**src/hw/rtl/assert_macros.svh**
```systemverilog
// assertion macros shared by the word wrapper rtl
`ifndef ASSERT_MACROS_SVH
`define ASSERT_MACROS_SVH

`ifndef SYNTH
// property checked on every clock edge while reset is released
`define GWW_ASSERT(lbl, clk, rstn, prop, msg) \
    lbl: assert property (@(posedge clk) disable iff (!rstn) (prop)) else $error(msg);
// property checked on every clock edge, reset included
`define GWW_ASSERT_ALWAYS(lbl, clk, prop, msg) \
    lbl: assert property (@(posedge clk) (prop)) else $error(msg);
`else
`define GWW_ASSERT(lbl, clk, rstn, prop, msg)
`define GWW_ASSERT_ALWAYS(lbl, clk, prop, msg)
`endif

`endif

```
**src/hw/rtl/gww_pkg.sv**
```systemverilog
// shared types and constants of the greedy word wrapper
package gww_pkg;

    // character codes
    localparam logic [7:0] CH_SPACE     = 8'h20;
    localparam logic [7:0] CH_NEWLINE   = 8'h0A;
    localparam logic [7:0] CH_BACKSLASH = 8'h5C;
    localparam logic [7:0] CH_N         = 8'h6E;

    // line width limits
    localparam logic [5:0] WIDTH_RESET = 6'd58;
    localparam logic [5:0] WIDTH_MAX   = 6'd62;
    localparam logic [5:0] WIDTH_MIN   = 6'd1;

    // sequencer states
    typedef enum logic [3:0] {
        S_IDLE,
        S_START,
        S_FEED,
        S_HOLD_SP,
        S_EMIT_CH,
        S_COL,
        S_WRAP_NL,
        S_HARD_NL,
        S_NEXT,
        S_FLUSH_RD,
        S_FLUSH_EM,
        S_TAIL,
        S_FIN
    } state_t;

    // requests from the sequencer to the output stage
    typedef struct packed {
        logic       emit;
        logic [7:0] data;
        logic       push;
        logic       last;
    } emit_ctl_t;

    // status of the output stage
    typedef struct packed {
        logic ready;
        logic stg_vld;
    } emit_sts_t;

endpackage

```
**src/hw/rtl/gww_ram.sv**
```systemverilog
// generic single write port ram with registered read
module gww_ram #(
    parameter int WIDTH = 8,
    parameter int DEPTH = 64,
    localparam int AW = (DEPTH > 1) ? $clog2(DEPTH) : 1
) (
    input  logic             aclk,
    input  logic             wr_en,
    input  logic [AW-1:0]    wr_addr,
    input  logic [WIDTH-1:0] wr_data,
    input  logic             rd_en,
    input  logic [AW-1:0]    rd_addr,
    output logic [WIDTH-1:0] rd_data
);

    logic [WIDTH-1:0] mem [DEPTH];
    logic [WIDTH-1:0] rd_data_reg;

    // write port
    always_ff @(posedge aclk) begin
        if (wr_en) begin
            mem[wr_addr] <= wr_data;
        end
    end

    // read port, data holds until the next read
    always_ff @(posedge aclk) begin
        if (rd_en) begin
            rd_data_reg <= mem[rd_addr];
        end
    end

    assign rd_data = rd_data_reg;

endmodule

```
**src/hw/rtl/gww_emit.sv**
```systemverilog
// output stage: one staging byte ahead of the result register
module gww_emit (
    input  logic                 aclk,
    input  logic                 aresetn,
    input  gww_pkg::emit_ctl_t   ctl,
    output gww_pkg::emit_sts_t   sts,
    output logic                 m_valid,
    input  logic                 m_ready,
    output logic [7:0]           m_out_byte,
    output logic                 m_out_last
);

    logic       stg_vld_reg, stg_vld_next;
    logic [7:0] stg_byte_reg, stg_byte_next;
    logic       m_valid_reg, m_valid_next;
    logic [7:0] m_byte_reg, m_byte_next;
    logic       m_last_reg, m_last_next;
    logic       out_free;
    logic       move;
    logic       move_last;

    // the result register is free or is taken in this cycle
    assign out_free  = !m_valid_reg || m_ready;
    assign sts.ready = !stg_vld_reg || out_free;
    assign sts.stg_vld = stg_vld_reg;

    // staging and result register update
    always_comb begin
        stg_vld_next  = stg_vld_reg;
        stg_byte_next = stg_byte_reg;
        m_valid_next  = m_valid_reg && !m_ready;
        m_byte_next   = m_byte_reg;
        m_last_next   = m_last_reg;
        move          = 1'b0;
        move_last     = 1'b0;
        if (ctl.emit && sts.ready) begin
            stg_byte_next = ctl.data;
            stg_vld_next  = 1'b1;
            move          = stg_vld_reg;
        end else if (ctl.push && sts.ready) begin
            stg_vld_next = 1'b0;
            move         = stg_vld_reg;
            move_last    = ctl.last;
        end
        if (move) begin
            m_valid_next = 1'b1;
            m_byte_next  = stg_byte_reg;
            m_last_next  = move_last;
        end
    end

    // control flops
    always_ff @(posedge aclk) begin
        if (!aresetn) begin
            stg_vld_reg <= 1'b0;
            m_valid_reg <= 1'b0;
        end else begin
            stg_vld_reg <= stg_vld_next;
            m_valid_reg <= m_valid_next;
        end
    end

    // payload flops
    always_ff @(posedge aclk) begin
        stg_byte_reg <= stg_byte_next;
        m_byte_reg   <= m_byte_next;
        m_last_reg   <= m_last_next;
    end

    assign m_valid    = m_valid_reg;
    assign m_out_byte = m_byte_reg;
    assign m_out_last = m_last_reg;

endmodule

```
**src/hw/rtl/greedy_word_wrapper_unit.sv**
```systemverilog
// greedy word wrapper: one item at a time, s_ready is high only in the idle state
// results leave one emit late through a staging byte
// aresetn (synchronous, active low) clears column, fill count and flags, width goes to 58
// the line buffer ram has no reset; only entries below the fill count are read
`include "assert_macros.svh"

module greedy_word_wrapper_unit #(
    parameter int LINE_BUFFER_DEPTH = 64
) (
    input  logic       aclk,
    input  logic       aresetn,
    input  logic       cfg_wr_en,
    input  logic [5:0] cfg_wr_data,
    input  logic       s_valid,
    output logic       s_ready,
    input  logic [7:0] s_in_byte,
    input  logic       s_in_last,
    output logic       m_valid,
    input  logic       m_ready,
    output logic [7:0] m_out_byte,
    output logic       m_out_last
);

    localparam int CNT_W = $clog2(LINE_BUFFER_DEPTH + 1);
    localparam int IDX_W = $clog2(LINE_BUFFER_DEPTH);

    gww_pkg::state_t state_reg, state_next;
    gww_pkg::state_t ret_reg, ret_next;

    logic [7:0]       byte_reg, byte_next;
    logic             last_reg, last_next;
    logic [7:0]       feed_ch_reg, feed_ch_next;
    logic             second_reg, second_next;
    logic [CNT_W-1:0] idx_reg, idx_next;
    logic [CNT_W-1:0] count_reg, count_next;
    logic [5:0]       column_reg, column_next;
    logic             sah_reg, sah_next;
    logic             bs_reg, bs_next;
    logic [5:0]       lw_reg;

    logic [5:0]       eff_w;
    logic [5:0]       col_inc;
    logic             wrap;
    logic             count_full;
    logic             count_nz;
    logic             idx_more;
    logic             b_is_n;
    logic             hold_bs;

    logic             mem_we;
    logic [IDX_W-1:0] mem_waddr;
    logic [7:0]       mem_wdata;
    logic             mem_re;
    logic [7:0]       mem_rdata;

    gww_pkg::emit_ctl_t ctl;
    gww_pkg::emit_sts_t sts;

    // width register
    always_ff @(posedge aclk) begin
        if (!aresetn) begin
            lw_reg <= gww_pkg::WIDTH_RESET;
        end else if (cfg_wr_en) begin
            lw_reg <= cfg_wr_data;
        end
    end

    // effective width clamped to one through sixty-two
    always_comb begin
        if (lw_reg == 6'd0) begin
            eff_w = gww_pkg::WIDTH_MIN;
        end else if (lw_reg > gww_pkg::WIDTH_MAX) begin
            eff_w = gww_pkg::WIDTH_MAX;
        end else begin
            eff_w = lw_reg;
        end
    end

    // shared conditions
    assign col_inc    = column_reg + 6'd1;
    assign wrap       = col_inc >= eff_w;
    assign count_full = count_reg == CNT_W'(LINE_BUFFER_DEPTH);
    assign count_nz   = count_reg != '0;
    assign idx_more   = idx_reg < count_reg;
    assign b_is_n     = byte_reg == gww_pkg::CH_N;
    assign hold_bs    = (byte_reg == gww_pkg::CH_BACKSLASH) && !last_reg;

    // next state
    always_comb begin
        state_next = state_reg;
        case (state_reg)
            gww_pkg::S_IDLE: begin
                if (s_valid) state_next = gww_pkg::S_START;
            end
            gww_pkg::S_START: begin
                if (bs_reg) begin
                    if (b_is_n) begin
                        state_next = count_nz ? gww_pkg::S_FLUSH_RD : gww_pkg::S_HARD_NL;
                    end else begin
                        state_next = gww_pkg::S_FEED;
                    end
                end else begin
                    state_next = hold_bs ? gww_pkg::S_TAIL : gww_pkg::S_FEED;
                end
            end
            gww_pkg::S_FEED: begin
                if (feed_ch_reg == gww_pkg::CH_SPACE) begin
                    state_next = count_nz ? gww_pkg::S_FLUSH_RD : gww_pkg::S_HOLD_SP;
                end else if (sah_reg) begin
                    state_next = count_full ? gww_pkg::S_FLUSH_RD : gww_pkg::S_COL;
                end else begin
                    state_next = gww_pkg::S_EMIT_CH;
                end
            end
            gww_pkg::S_HOLD_SP: state_next = gww_pkg::S_COL;
            gww_pkg::S_EMIT_CH: begin
                if (sts.ready) state_next = gww_pkg::S_COL;
            end
            gww_pkg::S_COL: state_next = wrap ? gww_pkg::S_WRAP_NL : gww_pkg::S_NEXT;
            gww_pkg::S_WRAP_NL: begin
                if (sts.ready) begin
                    if (sah_reg && (count_reg > CNT_W'(1))) begin
                        state_next = gww_pkg::S_FLUSH_RD;
                    end else begin
                        state_next = gww_pkg::S_NEXT;
                    end
                end
            end
            gww_pkg::S_HARD_NL: begin
                if (sts.ready) state_next = gww_pkg::S_TAIL;
            end
            gww_pkg::S_NEXT: begin
                if (second_reg) begin
                    state_next = hold_bs ? gww_pkg::S_TAIL : gww_pkg::S_FEED;
                end else begin
                    state_next = gww_pkg::S_TAIL;
                end
            end
            gww_pkg::S_FLUSH_RD: state_next = gww_pkg::S_FLUSH_EM;
            gww_pkg::S_FLUSH_EM: begin
                if (sts.ready && !idx_more) state_next = ret_reg;
            end
            gww_pkg::S_TAIL: begin
                state_next = (last_reg && count_nz) ? gww_pkg::S_FLUSH_RD : gww_pkg::S_FIN;
            end
            gww_pkg::S_FIN: begin
                if (sts.ready) state_next = gww_pkg::S_IDLE;
            end
            default: state_next = gww_pkg::S_IDLE;
        endcase
    end

    // datapath, memory and output requests
    always_comb begin
        byte_next    = byte_reg;
        last_next    = last_reg;
        feed_ch_next = feed_ch_reg;
        second_next  = second_reg;
        idx_next     = idx_reg;
        count_next   = count_reg;
        column_next  = column_reg;
        sah_next     = sah_reg;
        bs_next      = bs_reg;
        ret_next     = ret_reg;
        s_ready      = 1'b0;
        mem_we       = 1'b0;
        mem_waddr    = count_reg[IDX_W-1:0];
        mem_wdata    = feed_ch_reg;
        mem_re       = 1'b0;
        ctl          = '0;
        case (state_reg)
            gww_pkg::S_IDLE: begin
                s_ready = 1'b1;
                if (s_valid) begin
                    byte_next = s_in_byte;
                    last_next = s_in_last;
                end
            end
            gww_pkg::S_START: begin
                if (bs_reg) begin
                    bs_next = 1'b0;
                    if (b_is_n) begin
                        idx_next = '0;
                        ret_next = gww_pkg::S_HARD_NL;
                    end else begin
                        feed_ch_next = gww_pkg::CH_BACKSLASH;
                        second_next  = 1'b1;
                    end
                end else if (hold_bs) begin
                    bs_next = 1'b1;
                end else begin
                    feed_ch_next = byte_reg;
                    second_next  = 1'b0;
                end
            end
            gww_pkg::S_FEED: begin
                if (feed_ch_reg == gww_pkg::CH_SPACE) begin
                    idx_next = '0;
                    ret_next = gww_pkg::S_HOLD_SP;
                end else if (sah_reg) begin
                    if (count_full) begin
                        idx_next = '0;
                        ret_next = gww_pkg::S_EMIT_CH;
                    end else begin
                        mem_we     = 1'b1;
                        count_next = count_reg + CNT_W'(1);
                    end
                end
            end
            gww_pkg::S_HOLD_SP: begin
                mem_we     = 1'b1;
                mem_waddr  = '0;
                mem_wdata  = gww_pkg::CH_SPACE;
                count_next = CNT_W'(1);
                sah_next   = 1'b1;
            end
            gww_pkg::S_EMIT_CH: begin
                ctl.emit = 1'b1;
                ctl.data = feed_ch_reg;
            end
            gww_pkg::S_COL: begin
                column_next = col_inc;
            end
            // wrap: the newline is emitted, and a held space, if there is one, turns into it
            gww_pkg::S_WRAP_NL: begin
                ctl.emit = 1'b1;
                ctl.data = gww_pkg::CH_NEWLINE;
                if (sts.ready) begin
                    if (sah_reg) begin
                        column_next = 6'(count_reg - CNT_W'(1));
                        if (count_reg > CNT_W'(1)) begin
                            idx_next = CNT_W'(1);
                            ret_next = gww_pkg::S_NEXT;
                        end else begin
                            count_next = '0;
                            sah_next   = 1'b0;
                        end
                    end else begin
                        column_next = '0;
                    end
                end
            end
            gww_pkg::S_HARD_NL: begin
                ctl.emit = 1'b1;
                ctl.data = gww_pkg::CH_NEWLINE;
                if (sts.ready) begin
                    column_next = '0;
                    sah_next    = 1'b0;
                    count_next  = '0;
                end
            end
            gww_pkg::S_NEXT: begin
                if (second_reg) begin
                    second_next = 1'b0;
                    if (hold_bs) begin
                        bs_next = 1'b1;
                    end else begin
                        feed_ch_next = byte_reg;
                    end
                end
            end
            gww_pkg::S_FLUSH_RD: begin
                mem_re   = 1'b1;
                idx_next = idx_reg + CNT_W'(1);
            end
            // one held byte per cycle while the output stage is ready, next read issued with each accepted emit
            gww_pkg::S_FLUSH_EM: begin
                ctl.emit = 1'b1;
                ctl.data = mem_rdata;
                if (sts.ready) begin
                    if (idx_more) begin
                        mem_re   = 1'b1;
                        idx_next = idx_reg + CNT_W'(1);
                    end else begin
                        count_next = '0;
                        sah_next   = 1'b0;
                    end
                end
            end
            gww_pkg::S_TAIL: begin
                idx_next = '0;
                ret_next = gww_pkg::S_FIN;
            end
            // release the staged byte, tagged last on the final item
            gww_pkg::S_FIN: begin
                ctl.push = 1'b1;
                ctl.last = last_reg;
                if (sts.ready && last_reg) begin
                    count_next  = '0;
                    column_next = '0;
                    sah_next    = 1'b0;
                    bs_next     = 1'b0;
                end
            end
            default: begin
                count_next = count_reg;
            end
        endcase
    end

    // control flops
    always_ff @(posedge aclk) begin
        if (!aresetn) begin
            state_reg  <= gww_pkg::S_IDLE;
            ret_reg    <= gww_pkg::S_IDLE;
            count_reg  <= '0;
            column_reg <= '0;
            sah_reg    <= 1'b0;
            bs_reg     <= 1'b0;
            second_reg <= 1'b0;
        end else begin
            state_reg  <= state_next;
            ret_reg    <= ret_next;
            count_reg  <= count_next;
            column_reg <= column_next;
            sah_reg    <= sah_next;
            bs_reg     <= bs_next;
            second_reg <= second_next;
        end
    end

    // payload flops
    always_ff @(posedge aclk) begin
        byte_reg    <= byte_next;
        last_reg    <= last_next;
        feed_ch_reg <= feed_ch_next;
        idx_reg     <= idx_next;
    end

    // line buffer
    gww_ram #(
        .WIDTH (8),
        .DEPTH (LINE_BUFFER_DEPTH)
    ) u_line_buf (
        .aclk    (aclk),
        .wr_en   (mem_we),
        .wr_addr (mem_waddr),
        .wr_data (mem_wdata),
        .rd_en   (mem_re),
        .rd_addr (idx_reg[IDX_W-1:0]),
        .rd_data (mem_rdata)
    );

    // output stage
    gww_emit u_emit (
        .aclk       (aclk),
        .aresetn    (aresetn),
        .ctl        (ctl),
        .sts        (sts),
        .m_valid    (m_valid),
        .m_ready    (m_ready),
        .m_out_byte (m_out_byte),
        .m_out_last (m_out_last)
    );

    // checks
    `GWW_ASSERT(a_cnt_bound, aclk, aresetn, count_reg <= CNT_W'(LINE_BUFFER_DEPTH), "fill count above depth")
    `GWW_ASSERT(a_idle_empty, aclk, aresetn, (state_reg == gww_pkg::S_IDLE) |-> !sts.stg_vld, "staged byte left at idle")
    `GWW_ASSERT(a_flush_idx, aclk, aresetn, (state_reg == gww_pkg::S_FLUSH_EM) |-> (idx_reg != '0 && idx_reg <= count_reg), "flush index out of range")
    `GWW_ASSERT(a_last_clear, aclk, aresetn, (state_reg == gww_pkg::S_FIN && last_reg && sts.ready) |=> (count_reg == '0 && column_reg == '0 && !sah_reg && !bs_reg), "state not cleared after final item")

endmodule
```
**config.mk**
```make
export PLATFORM = sky130hd
export DESIGN_NAME = greedy_word_wrapper_unit
export DESIGN_NICKNAME = d
export VERILOG_FILES = /design/src/hw/rtl/gww_pkg.sv /design/src/hw/rtl/gww_ram.sv /design/src/hw/rtl/gww_emit.sv /design/src/hw/rtl/greedy_word_wrapper_unit.sv
export VERILOG_INCLUDE_DIRS = /design/src /design/src/hw/rtl
export SDC_FILE = /design/constraint.sdc
export NUM_CORES = 1
export LEC_CHECK = 0
export BUFFER_PORTS_ARGS = -buffer_cell sky130_fd_sc_hd__buf_2
export CAP_MARGIN = 20
export CORE_MARGIN = 4
export CORE_UTILIZATION = 63
export CTS_CLUSTER_SIZE = 25
export DETAILED_ROUTE_END_ITERATION = 16
export PLACE_DENSITY = 0.8
export SLEW_MARGIN = 20
export SYNTH_ARGS = -nofsm -noshare
export SYNTH_HDL_FRONTEND = slang
export SYNTH_SLANG_ARGS = --single-unit
```
**constraint.sdc**
```tcl
create_clock -name aclk -period 3.8 [get_ports aclk]
set_clock_uncertainty 0.2 [all_clocks]
set_input_delay 0.76 -clock aclk [delete_from_list [all_inputs] [get_ports aclk]]
set_output_delay 0.76 -clock aclk [all_outputs]
set_load 0.02 [all_outputs]
```
# ---- After elaboration in Yosys (flattened, before gate mapping)
# Memories as Yosys holds them, arrays and structs flattened. A register that Yosys moved wholly into a read port is not among the register bits.
# Index checks and enable logic that the tools add are counted.
dict set report word_totals {
  register_bits 73
  latchBits 0
  ramBits 512
  mem_bits_ro 0
  in_bits 20
  out_inout_bits 11
  word_cells 204
  memories 1
}
dict set report op_classes {
  addsub 4
  n_mul 0
  div_mod_pow 0
  magnitude_cmp 4
  eq_ne 40
  shifts 0
  mux 98
  bitwise_logic 2
  reduce_logical 38
}
# memory words word_bits rd rd_clocked_by_memory_dff wr line_no
set mem_list {}
lappend mem_list {u_line_buf.mem 64 8 1 1 1 gww_ram.sv:16} ;# logic [WIDTH-1:0] mem [DEPTH];
# op n
set op_table {}
lappend op_table {{two-way mux 7 bit} 20}
lappend op_table {{two-way mux 4 bit} 24}
lappend op_table {{one-hot mux 7 bit (6 select lines)} 2}
lappend op_table {{one-hot mux 4 bit (13 select lines)} 1}
lappend op_table {{two-way mux 6 bit} 7}
lappend op_table {{two-way mux 8 bit} 5}
lappend op_table {{inequality test 2 bit, second input constant} 20}
lappend op_table {{two-way mux 1 bit} 28}
lappend op_table {{one-hot mux 9 bit (3 select lines)} 1}
lappend op_table {{one-hot mux 6 bit (4 select lines)} 1}
lappend op_table {{== test 4 bit, second input constant} 5}
lappend op_table {{== test 4 x 3 -> 1 bit, second input constant} 4}
lappend op_table {{== test 8 x 7 -> 1 bit, second input constant} 2}
lappend op_table {{one-hot mux 4 bit (4 select lines)} 1}
lappend op_table {{one-hot mux 8 bit (2 select lines)} 1}
lappend op_table {{adder 7 x 1 -> 7 bit, second input constant} 2}
lappend op_table {{inequality test 3 bit, second input constant} 4}
lappend op_table {{AND reduction 6 bit} 2}
lappend op_table {{nonzero test 6 bit} 2}
lappend op_table {{AND reduction 11 bit} 1}
lappend op_table {{AND reduction 10 bit} 1}
lappend op_table {{== test 4 x 2 -> 1 bit, second input constant} 2}
lappend op_table {{== test 8 x 6 -> 1 bit, second input constant} 1}
lappend op_table {{logical AND 1 bit} 8}
lappend op_table {{other kinds (29)} 41}

# ---- Depth between registers and ports, before layout
# Gate-level depths: netlist of the first run.
dict set report logic_depth {
  ltp_word 7
  mapped_depth 10
  depth_no_buf 10
}

# ---- By module
# A second synthesis of the first run with hierarchy kept.
dict set report hier_totals {
  cells_unflattened 1430
  hier_area_um2 24602.3
}
# module instances cells_per_inst area_each_um2 seq_area_each_um2
set by_module_without_submodules {}
lappend by_module_without_submodules {gww_ram 1 972 20270.7 15615.0}
lappend by_module_without_submodules {greedy_word_wrapper_unit 1 426 3697.3 1301.2}
lappend by_module_without_submodules {gww_emit 1 32 634.4 550.5}

# ---- Least setup slack after synthesis of the first run
# No wires, ideal clock.
dict set report synth_path {
  path_type {reg2reg}
  from {reg count_reg[1]}
  to {mem u_line_buf.mem[52][0] (enable)}
  setup_ps 371
  t_arrival_ps 2592
  required_time_ps 3229
  slack_ps 638
  stages_incl_launch_ff 10
  path_buffers 2
  synth_period_minus_slack_ps 3162
  cell_sequence {dfxtp_1 clkbuf_1 inv_1 ha_1 nor2b_1 and3_1 or3_1 buf_2 or3_4 nor2_1}
}
dict set report synth_via {
  elab_chain_len 7
  elab_cells_between_ends 8
  cone_classes {eq/ne: 1; mux: 7}
}
# element line_no
set synth_lines {}
lappend synth_lines {{from (decl)} greedy_word_wrapper_unit.sv:35} ;# logic [CNT_W-1:0] count_reg, count_next;
lappend synth_lines {{from (signal assigned)} greedy_word_wrapper_unit.sv:314} ;# count_reg <= count_next;
lappend synth_lines {{== test 7 bit} greedy_word_wrapper_unit.sv:82} ;# assign count_full = count_reg == CNT_W'(LINE_BUFFER_DEPTH);
lappend synth_lines {{two-way mux 1 bit} greedy_word_wrapper_unit.sv:201} ;# if (count_full) begin
lappend synth_lines {{two-way mux 1 bit} greedy_word_wrapper_unit.sv:200} ;# end else if (sah_reg) begin
lappend synth_lines {{two-way mux 1 bit} greedy_word_wrapper_unit.sv:197} ;# if (feed_ch_reg == gww_pkg::CH_SPACE) begin
lappend synth_lines {{one-hot mux 1 bit (2 select lines)} greedy_word_wrapper_unit.sv:171} ;# case (state_reg)
lappend synth_lines {{two-way mux 1 bit} gww_ram.sv:21} ;# if (wr_en) begin
lappend synth_lines {{two-way mux 1 bit (not written as such)} gww_ram.sv:22} ;# mem[wr_addr] <= wr_data;
lappend synth_lines {{to (decl)} gww_ram.sv:16}
# Several ways; a longest one is shown, not always the timed one.

# ---- Worst setup path after layout of the first run
dict set report layout_path {
  from {reg count_reg[1]}
  to {mem u_line_buf.mem[56][0] (enable)}
}
# Same word-level chain as after synthesis.

==> metrics.txt, run 1 <==
global routing usage on met3 5.62%; met2 Resource Use GR 44.0%; number of diodes 0; TritonCTS sink count 592; # DRC 0; area of the multi-input gates 6570 µm²; Placed Area 25600 µm²; CTS Buffer Depth 3; largest register by flop count u_line_buf.mem; post-route ant nets 0; Max FO, Critical Path 12; Detailed Place HPWL 35900 µm; top_reg_cell synth edfxtp_1; final WL 57200 µm; initial DRC count 2154; RSZ-0062 raised after global routing false; Arr. time, crit path 3.64 ns; largest net degree at the start of global routing 101; Worst Hold Class input pin to flop; FMAX 277 MHz; wire per inst 27.0 µm; Fill cells 2245; status complete, no violations; PwrDens 721 nW/µm²; Row Count 71; vias in the first global route 14.0k; final net count 1599; leading area contributor after synthesis edfxtp_1; EDFF count, synth 561; DIE HEIGHT 205 µm; crit start category flop; placed cells 2016; Starting Density 64.4%; CTS tree built; Setup WS pre-CTS 0.229 ns; final instance area 27400 µm²; # H-tree levels 2; Inserted Clock Buffers 55; setup_tns 0 ns; Leak 0.00901 µW; grt ovf 0; register area share after synthesis 71.5%; initial antenna violation count 1; count leader, synth edfxtp_1; Core ar. 37900 µm²; die width 205 µm; period utilisation layout 95.1%; max reg flops 512; global route hottest layer met2; worst rel slew slack 25.9%; met1 Use GR 39.7%; Post-CTS Hold Buffers 0; Total GRT Usage 27.9%; Vias/cell 6.71; final hold slack 0.129 ns; Vias 14.2k; Final setup viols 0; count of pins over their slew limit 0; Final Hold Vio Count 0; Post-synth top cells 561 x edfxtp_1, 126 x nor2_1, 99 x mux4_2; number of I/O pins 31; DRT Pass-1 Iters 6; Register Area 17500 µm²; Async S/R FF share, synth 0%; die area 42000 µm²; endpoint class of the critical path flop; VDD IR max 0.000471 V; syn nets 1506; Critical Path RT 3.83 ns; CP Class flop to flop; Max Cap Viol 0; Netlist cell types 71; #FFs+latches synth 592; Syn. warnings 0; mean post-synth cell area 16.6 µm²; Final WS setup 0.184 ns; clock-pin transition on the worst setup and hold timing paths 0.06 ns; fraction of layout cells with a size suffix above 1 20.6%; final non-filler cell total 2120; Final GP Congestion 0.915; worst skew pair latency 0.61 ns; synthesized area 24400 µm²; clk root buf clkbuf_16; Yosys top cell area share 69.0%; Buffers on Ports 30; top cells by area, synth edfxtp_1 69%, mux4_2 9.1%, mux2i_1 3.1%; P&R area growth vs syn 12.0%; first-pass GRT wire length 87500 µm; Syn Inst Count 1469; Least-Margin Pin Slew 1.11 ns; Final min period 3.62 ns
[power by group]
group          switching [µW]  internal (µW)  total, µW
clock                    2330           2980       5310
combinational            3870           2190       6050
sequential                236           8130       8360
[worst max-delay path: stages (launching register included)]
cell and delay, ns:
dfxtp_1 0.51, inv_1 0.15, ha_1 0.23, nor2b_1 0.16
and3_1 0.25, or3_1 0.59, or3_1 0.62, nor2_1 0.54
[layout make-up]
cell class	instances	share of cell area, %
tap	511	2.34
multi-input combinational	778	24.0
inverter	20	0.274
sequential	592	63.8
clock buffer	67	5.27
clock inverter	37	1.10
timing repair buffer	115	3.20
[layer usage]
metal  wire, µm  vias up
met1      22100     7131
met4       1990        2
met2      27300      916
met3       5820      145
met5         13        -
li1           -     6039
[kinds of logic (layout without fill, tap and decap cells)]
logic type	after synthesis	in the layout	synth area share, %
AND/OR/NAND/NOR	354	354	7.00
AO/OA/AOI/OAI	218	218	6.17
multiplexers	176	176	12.3
flip-flops	592	592	71.5
buffers and inverters	99	239	1.69
adder cells (fa/ha/maj)	17	17	0.871
XOR/XNOR	13	13	0.497
[worst paths after layout]
check	start	end	slack, ns	depth (start not counted)
setup / recovery	count_reg[1]	u_line_buf.mem[56][0]	0.18	7
hold / removal	s_in_byte[6]	byte_reg[6]	0.13	1
setup reg to reg	count_reg[1]	u_line_buf.mem[56][0]	0.18	7
hold reg to reg	u_emit.stg_byte_reg[5]	u_emit.m_out_byte[5]	0.22	0
[per-stage QoR]
step | util (%) | power, µW
finish | 72.2 | 19700
global route | 72.2 | 20500
CTS | 72.1 | 19700
detailed placement | 67.5 | 14400
global placement | 67.5 | 14300
floorplan | - | 12400
[placed cells by master, fill, tap and decap left out, drive strengths merged, types with 27 or more instances in the layout]
| cell | synthesis | final |
|---|---|---|
| nand2 | 76 | 76 |
| o21ai | 31 | 31 |
| a211oi | 32 | 32 |
| clkbuf | 39 | 67 |
| a21oi | 44 | 44 |
| nand3 | 36 | 36 |
| clkinv | 0 | 29 |
| a22oi | 38 | 38 |
| mux2i | 75 | 75 |
| nor2b | 27 | 27 |
| dfxtp | 31 | 31 |
| mux4 | 99 | 99 |
| edfxtp | 561 | 561 |
| buf | 40 | 115 |
| nor2 | 127 | 127 |
[timing repair]
item,in CTS,in global routing
setup buffers,0,0
endpoints found under the setup margin,0,8
gates resized for setup,0,2
Power figures use the tool's default switching activity.
==> run 2: changes to the inputs <==
--- a/config.mk
+++ b/config.mk
@@ -12,6 +12,7 @@
 export CORE_UTILIZATION = 63
 export CTS_CLUSTER_SIZE = 25
 export DETAILED_ROUTE_END_ITERATION = 16
+export MAX_ROUTING_LAYER = met4
 export PLACE_DENSITY = 0.8
 export SLEW_MARGIN = 20
 export SYNTH_ARGS = -nofsm -noshare
==> run 2 against run 1 <==
  * Sequential power shrank 0.5%
  * Largest power group unchanged
  * Global-route usage grew 1.4 points
  * Cell count grew 0.14%
  * Die area is the same
  * Critical endpoint is now u_line_buf.mem[58][4]
  * Hold slack gained 0.0055 ns
  * Count of clock-buffer cells in the layout shrank 4
  * Non-clock buffer count grew 4
==> metrics.txt, run 2 (synthesized netlist as in run 1, its figures left out) <==
Vias/cell 6.70 (-0.25%); CTS tree built; Top Family by Delay on Critical Path simple AND/OR/NAND/NOR gates; most frequent CP cell or3_1; Core ar. 37900 µm² (unchanged); crit start category flop; clk root buf clkbuf_16; commonest non-fill, non-tap cells in the layout 561 x edfxtp_1, 126 x nor2_1, 99 x mux4_2; Post-CTS Hold Buffers 0 (unchanged); Arr. time, crit path 3.68 ns (+0.04 ns); wire per inst 27.3 µm (+1.1%); die width 205 µm (unchanged); CTS Buffer Depth 3 (unchanged); RSZ-0062 raised after global routing false; Net Sw Frac 32.1% (-0.51 points); Max Cap Viol 0 (unchanged); TritonCTS sink count 592 (unchanged); Vias 14.2k (-0.11%); post-CTS setup buffers 0 (unchanged); endpoint class of the critical path flop; Least-Margin Pin Slew 0.960 ns (-0.151 ns); Sw Pwr 6480 µW (+0.68%); # DRC 0 (unchanged); Internal Power 13700 µW (+3.0%); Register Area 17500 µm² (unchanged); P&R area growth vs syn 12.8%; count of pins over their slew limit 0 (unchanged); Final Hold Vio Count 0 (unchanged); status complete, no violations; Final setup viols 0 (unchanged); period utilisation layout 96.0% (+0.82 points); max reg flops 512 (unchanged); final net count 1604 (+0.31%); VDD IR max 0.000445 V (-5.4%); Placed Area 25700 µm² (+0.26%); post-cts repair resize count 0 (unchanged); combinational share of power 30.6% (about the same); Row Count 71 (unchanged); Critical Path RT 3.83 ns (about the same); die area 42000 µm² (unchanged); crit-path cells inv_1 > ha_1 > nor2b_1 > and3_1 > or3_1 > or3_1 > nor2_1; CP Class flop to flop; area of the multi-input gates 6570 µm² (unchanged); Final min period 3.65 ns (+0.0311 ns); critical path buffer and inverter count 1 (unchanged); Buffers on Ports 30 (unchanged); post-route ant nets 0 (unchanged); worst rel slew slack 36.0% (+10 points); Detailed Place HPWL 36000 µm (+0.27%); Starting Density 64.4% (unchanged); final core utilization 72.7% (+0.53 points); DRT Pass-1 Iters 8 (+2); final instance area 27600 µm² (+0.74%); initial antenna violation count 1 (unchanged); largest net degree at the start of global routing 90 (-11%); largest register by flop count u_line_buf.mem; final WL 57900 µm (+1.2%); fraction of layout cells with a size suffix above 1 20.5% (-0.026 points); # H-tree levels 2 (unchanged); vias in the first global route 14.1k (+0.87%); first-pass GRT wire length 88600 µm (+1.3%); Inserted Clock Buffers 56 (+1.8%); Worst Hold Class input pin to flop; commonest non-fill, non-tap cell in the layout edfxtp_1; FMAX 274 MHz (-0.85%); number of I/O pins 31 (unchanged); initial DRC count 1939 (-10%); Leak 0.00910 µW (+1.0%); PwrDens 732 nW/µm² (+1.5%); clock-pin transition on the worst setup and hold timing paths 0.06 ns (about the same); grt ovf 0 (unchanged); Reg power frac 41.2% (-1.2 points); max incr delay on CP 0.60 ns (-0.02 ns); worst skew pair latency 0.61 ns (about the same); setup_tns 0 ns (unchanged); Total GRT Usage 29.3% (+1.4 points); Fill cells 2256 (+0.49%); Final GP Congestion 0.948 (+3.5%); Clock power frac 28.1% (+1.2 points); DIE HEIGHT 205 µm (unchanged); Max FO, Critical Path 12 (unchanged); CP max stage cell or3_1
[run 2: path summary, 6_finish.rpt]
check / from / endpoint / slack, ns / depth (start not counted)
hold reg to reg: u_emit.stg_byte_reg[4] / u_emit.m_out_byte[4] / 0.23 / 0
hold / removal: s_in_byte[3] / byte_reg[3] / 0.13 / 1
setup / recovery: count_reg[1] / u_line_buf.mem[58][4] / 0.15 / 7
setup reg to reg: count_reg[1] / u_line_buf.mem[58][4] / 0.15 / 7
[run 2: final cells by class]
class,instances,share of cell area (%)
inverters,20,0.272
well taps,511,2.32
clock inverters,39,1.54
multi-input cells,778,23.8
repair buffers,119,3.42
flip-flops and latches,592,63.4
clock buffers,63,5.26
diodes,1,0.00908
[run 2: worst reg2reg max path, delay by kind of cell, from the launching register on]
family,cells,cell delay (ns)
buffers and inverters,1,0.15
flip-flops,1,0.52
AND/OR/NAND/NOR,5,2.19
adder cells (fa/ha/maj),1,0.23
[run 2: layer usage]
layer  up-vias  track usage [%]  share of wire [%]
met2       929             44.8                 48
met1      7056             40.5                 38
met3       172             6.05                 11
met4         0             9.50                3.7
met5         -                -                  0
li1       6060                -                  -
[run 2: power groups by stage]
| stage | sequential [µW] | combinational, µW | clock, µW |
|---|---|---|---|
| after floorplan | 8420 | 3950 | 0 |
| after global placement | 8440 | 5910 | 0 |
| after detailed placement | 8450 | 6030 | 0 |
| after CTS | 8310 | 6100 | 5730 |
| after global routing | 8340 | 6530 | 6050 |
| final | 8320 | 6180 | 5670 |
[run 2: stage by stage]
| step | hold WS (ns) | power, µW | worst slack [ns] | instances |
|---|---|---|---|---|
| global route | 0.118 | 20900 | 0.0138 | 2123 |
| detailed placement | 0.213 | 14500 | 0.206 | 2020 |
| global placement | 0.203 | 14300 | 0.326 | 2020 |
| floorplan | 0.200 | 12400 | 0.638 | 1469 |
| CTS | 0.109 | 20100 | 0.196 | 2122 |
| finish | 0.134 | 20200 | 0.153 | 2123 |
==> run 3: changes to the inputs <==
--- a/config.mk
+++ b/config.mk
@@ -8,12 +8,15 @@
 export LEC_CHECK = 0
 export BUFFER_PORTS_ARGS = -buffer_cell sky130_fd_sc_hd__buf_2
 export CAP_MARGIN = 20
+export CELL_PAD_IN_SITES_DETAIL_PLACEMENT = 2
+export CELL_PAD_IN_SITES_GLOBAL_PLACEMENT = 2
 export CORE_MARGIN = 4
-export CORE_UTILIZATION = 63
+export CORE_UTILIZATION = 48
 export CTS_CLUSTER_SIZE = 25
 export DETAILED_ROUTE_END_ITERATION = 16
 export MAX_ROUTING_LAYER = met4
-export PLACE_DENSITY = 0.8
+export PLACE_DENSITY_LB_ADDON = 0.1
+export SKIP_LAST_GASP = 1
 export SLEW_MARGIN = 20
 export SYNTH_ARGS = -nofsm -noshare
 export SYNTH_HDL_FRONTEND = slang
==> run 3 against run 2 <==
  * Count of clock-buffer cells in the layout rose by 17
  * Flip-flop and latch count did not move
  * Critical path depth did not move
  * Sequential share of layout area fell by 0.83 points
  * Clock power rose by 13%
  * Wire length rose by 32%
  * First-iteration DRC count fell by 29%
  * Critical endpoint is now u_line_buf.mem[56][3]
  * Die area rose by 30%
  * Worst setup slack got worse by 0.041 ns
  * Combinational power rose by 6.5%
  * Critical path type unchanged
  * Via count rose by 1.9%
  * Maximum frequency fell by 1.1%
==> metrics.txt, run 3 (synthesized netlist as in run 1, its figures left out) <==
Inserted Clock Buffers 61 (+8.9%); DIE HEIGHT 234 µm (+14%); first-pass GRT wire length 112000 µm (+27%); setup_tns 0 ns (unchanged); Final GP Congestion 0.873 (-7.9%); Total GRT Usage 29.4% (+0.10 points); Max FO, Critical Path 10 (-2); met2 Resource Use GR 47.1% (+2.3 points); crit start category flop; final net count 1602 (-0.12%); final hold slack 0.106 ns (-0.0279 ns); # H-tree levels 2 (unchanged); worst skew pair latency 0.64 ns (+0.03 ns); CP Class flop to flop; met1 Use GR 38.5% (-2.0 points); area of the multi-input gates 6580 µm² (+0.19%); clock-pin transition on the worst setup and hold timing paths 0.07 ns (about the same); Starting Density 48.6% (-16 points); Final min period 3.69 ns (+0.0409 ns); post-CTS setup buffers 0 (unchanged); clk root buf clkbuf_16; number of I/O pins 31 (unchanged); post-route ant nets 0 (unchanged); global route hottest layer met2; die area 54600 µm² (+30%); Detailed Place HPWL 50100 µm (+39%); Row Count 82 (+15%); TritonCTS sink count 592 (unchanged); Setup crit start count_reg[0]; status complete, no violations; DRT Pass-1 Iters 5 (-3); post-cts repair resize count 0 (unchanged); largest register by flop count u_line_buf.mem; period utilisation layout 97.0% (+1.1 points); VDD IR max 0.000540 V (+21%); grt ovf 0 (unchanged); CTS tree built; Max Cap Viol 0 (unchanged); final WL 76600 µm (+32%); number of diodes 0 (-1); die width 234 µm (+14%); endpoint class of the critical path flop; Post-CTS Hold Buffers 0 (unchanged); vias in the first global route 15.5k (+10%); wire per inst 33.5 µm (+23%); Fill cells 4386 (+94%); max reg flops 512 (unchanged); Placed Area 25800 µm² (+0.38%); FMAX 271 MHz (-1.1%); Vias/cell 6.33 (-5.5%); Final setup viols 0 (unchanged); PwrDens 765 nW/µm² (+4.5%); # DRC 0 (unchanged); CTS Buffer Depth 3 (unchanged); largest net degree at the start of global routing 68 (-24%); initial DRC count 1378 (-29%); commonest non-fill, non-tap cell in the layout edfxtp_1; final instance area 27900 µm² (+1.3%); Least-Margin Pin Slew 1.02 ns (+0.0600 ns); final core utilization 55.6% (-17 points); worst flop-to-flop path startpoint count_reg[0]; Core ar. 50300 µm² (+33%); RSZ-0062 raised after global routing true; worst rel slew slack 31.8% (-4.2 points); Worst Hold Class input pin to flop; Register Area 17500 µm² (unchanged); Buffers on Ports 30 (unchanged); global routing usage on met3 4.82% (-1.2 points); initial antenna violation count 0 (-1); Arr. time, crit path 3.74 ns (+0.06 ns); Final Hold Vio Count 0 (unchanged); count of pins over their slew limit 0 (unchanged); Leak 0.00918 µW (+0.82%); Critical Path RT 3.85 ns (+0.02 ns); Vias 14.5k (+1.9%); fraction of layout cells with a size suffix above 1 21.4% (+0.86 points); commonest non-fill, non-tap cells in the layout 561 x edfxtp_1, 126 x nor2_1, 99 x mux4_2; hold path start s_in_byte[4]; P&R area growth vs syn 14.3%
==> run 3: cell count changes in the layout (fill, tap and decap cells not counted), sizes merged <==
cell / previous run / this run
buf: 119 / 112
inv: 22 / 21
clkinv: 26 / 21
clkbuf: 63 / 80
bufinv: 9 / 10
diode: 1 / 0
==> run 3: path summary, 6_finish.rpt <==
kind	depth (start not counted)	endpoint	slack (ns)
max	7	u_line_buf.mem[56][3]	0.11
min	1	byte_reg[4]	0.11
max reg2reg	7	u_line_buf.mem[56][3]	0.11
min reg2reg	0	u_emit.m_out_byte[1]	0.23
==> run 3: per-stage QoR <==
step	total power (µW)	setup WS, ns	std cells
final	21400	0.112	2288
after global routing	22100	-0.0191	2288
after CTS	21500	0.188	2288
after detailed placement	15000	0.247	2174
after global placement	14700	0.399	2174
after floorplan	12400	0.638	1469
==> run 3: critical path: stages (launching register included) <==
cell and delay, ns:
dfxtp_1 0.34, inv_1 0.11, ha_1 0.24, nor2b_1 0.17
and3_1 0.27, or3_1 0.68, or3_1 0.62, nor2_1 0.66
==> run 3: final cells by class <==
cell class                      instances  share of cell area (%)
Sequential cell                       592                    62.5
Multi-Input combinational cell        778                    23.6
Clock buffer                           80                    6.04
Timing Repair Buffer                  112                    3.01
Tap cell                              672                    3.01
Clock inverter                         34                    1.59
Inverter                               20                   0.269
==> run 3: where the power goes <==
group | internal (µW) | switching (µW) | total (µW)
registers | 8130 | 237 | 8370
clock network | 3800 | 2610 | 6410
logic | 2210 | 4370 | 6580
==> run 3: layer usage <==
layer  up-vias  routed length (µm)
li1       6042                   -
met4         0                2890
met2       610               37600
met5         -                   0
met3       150                5070
met1      7682               31000
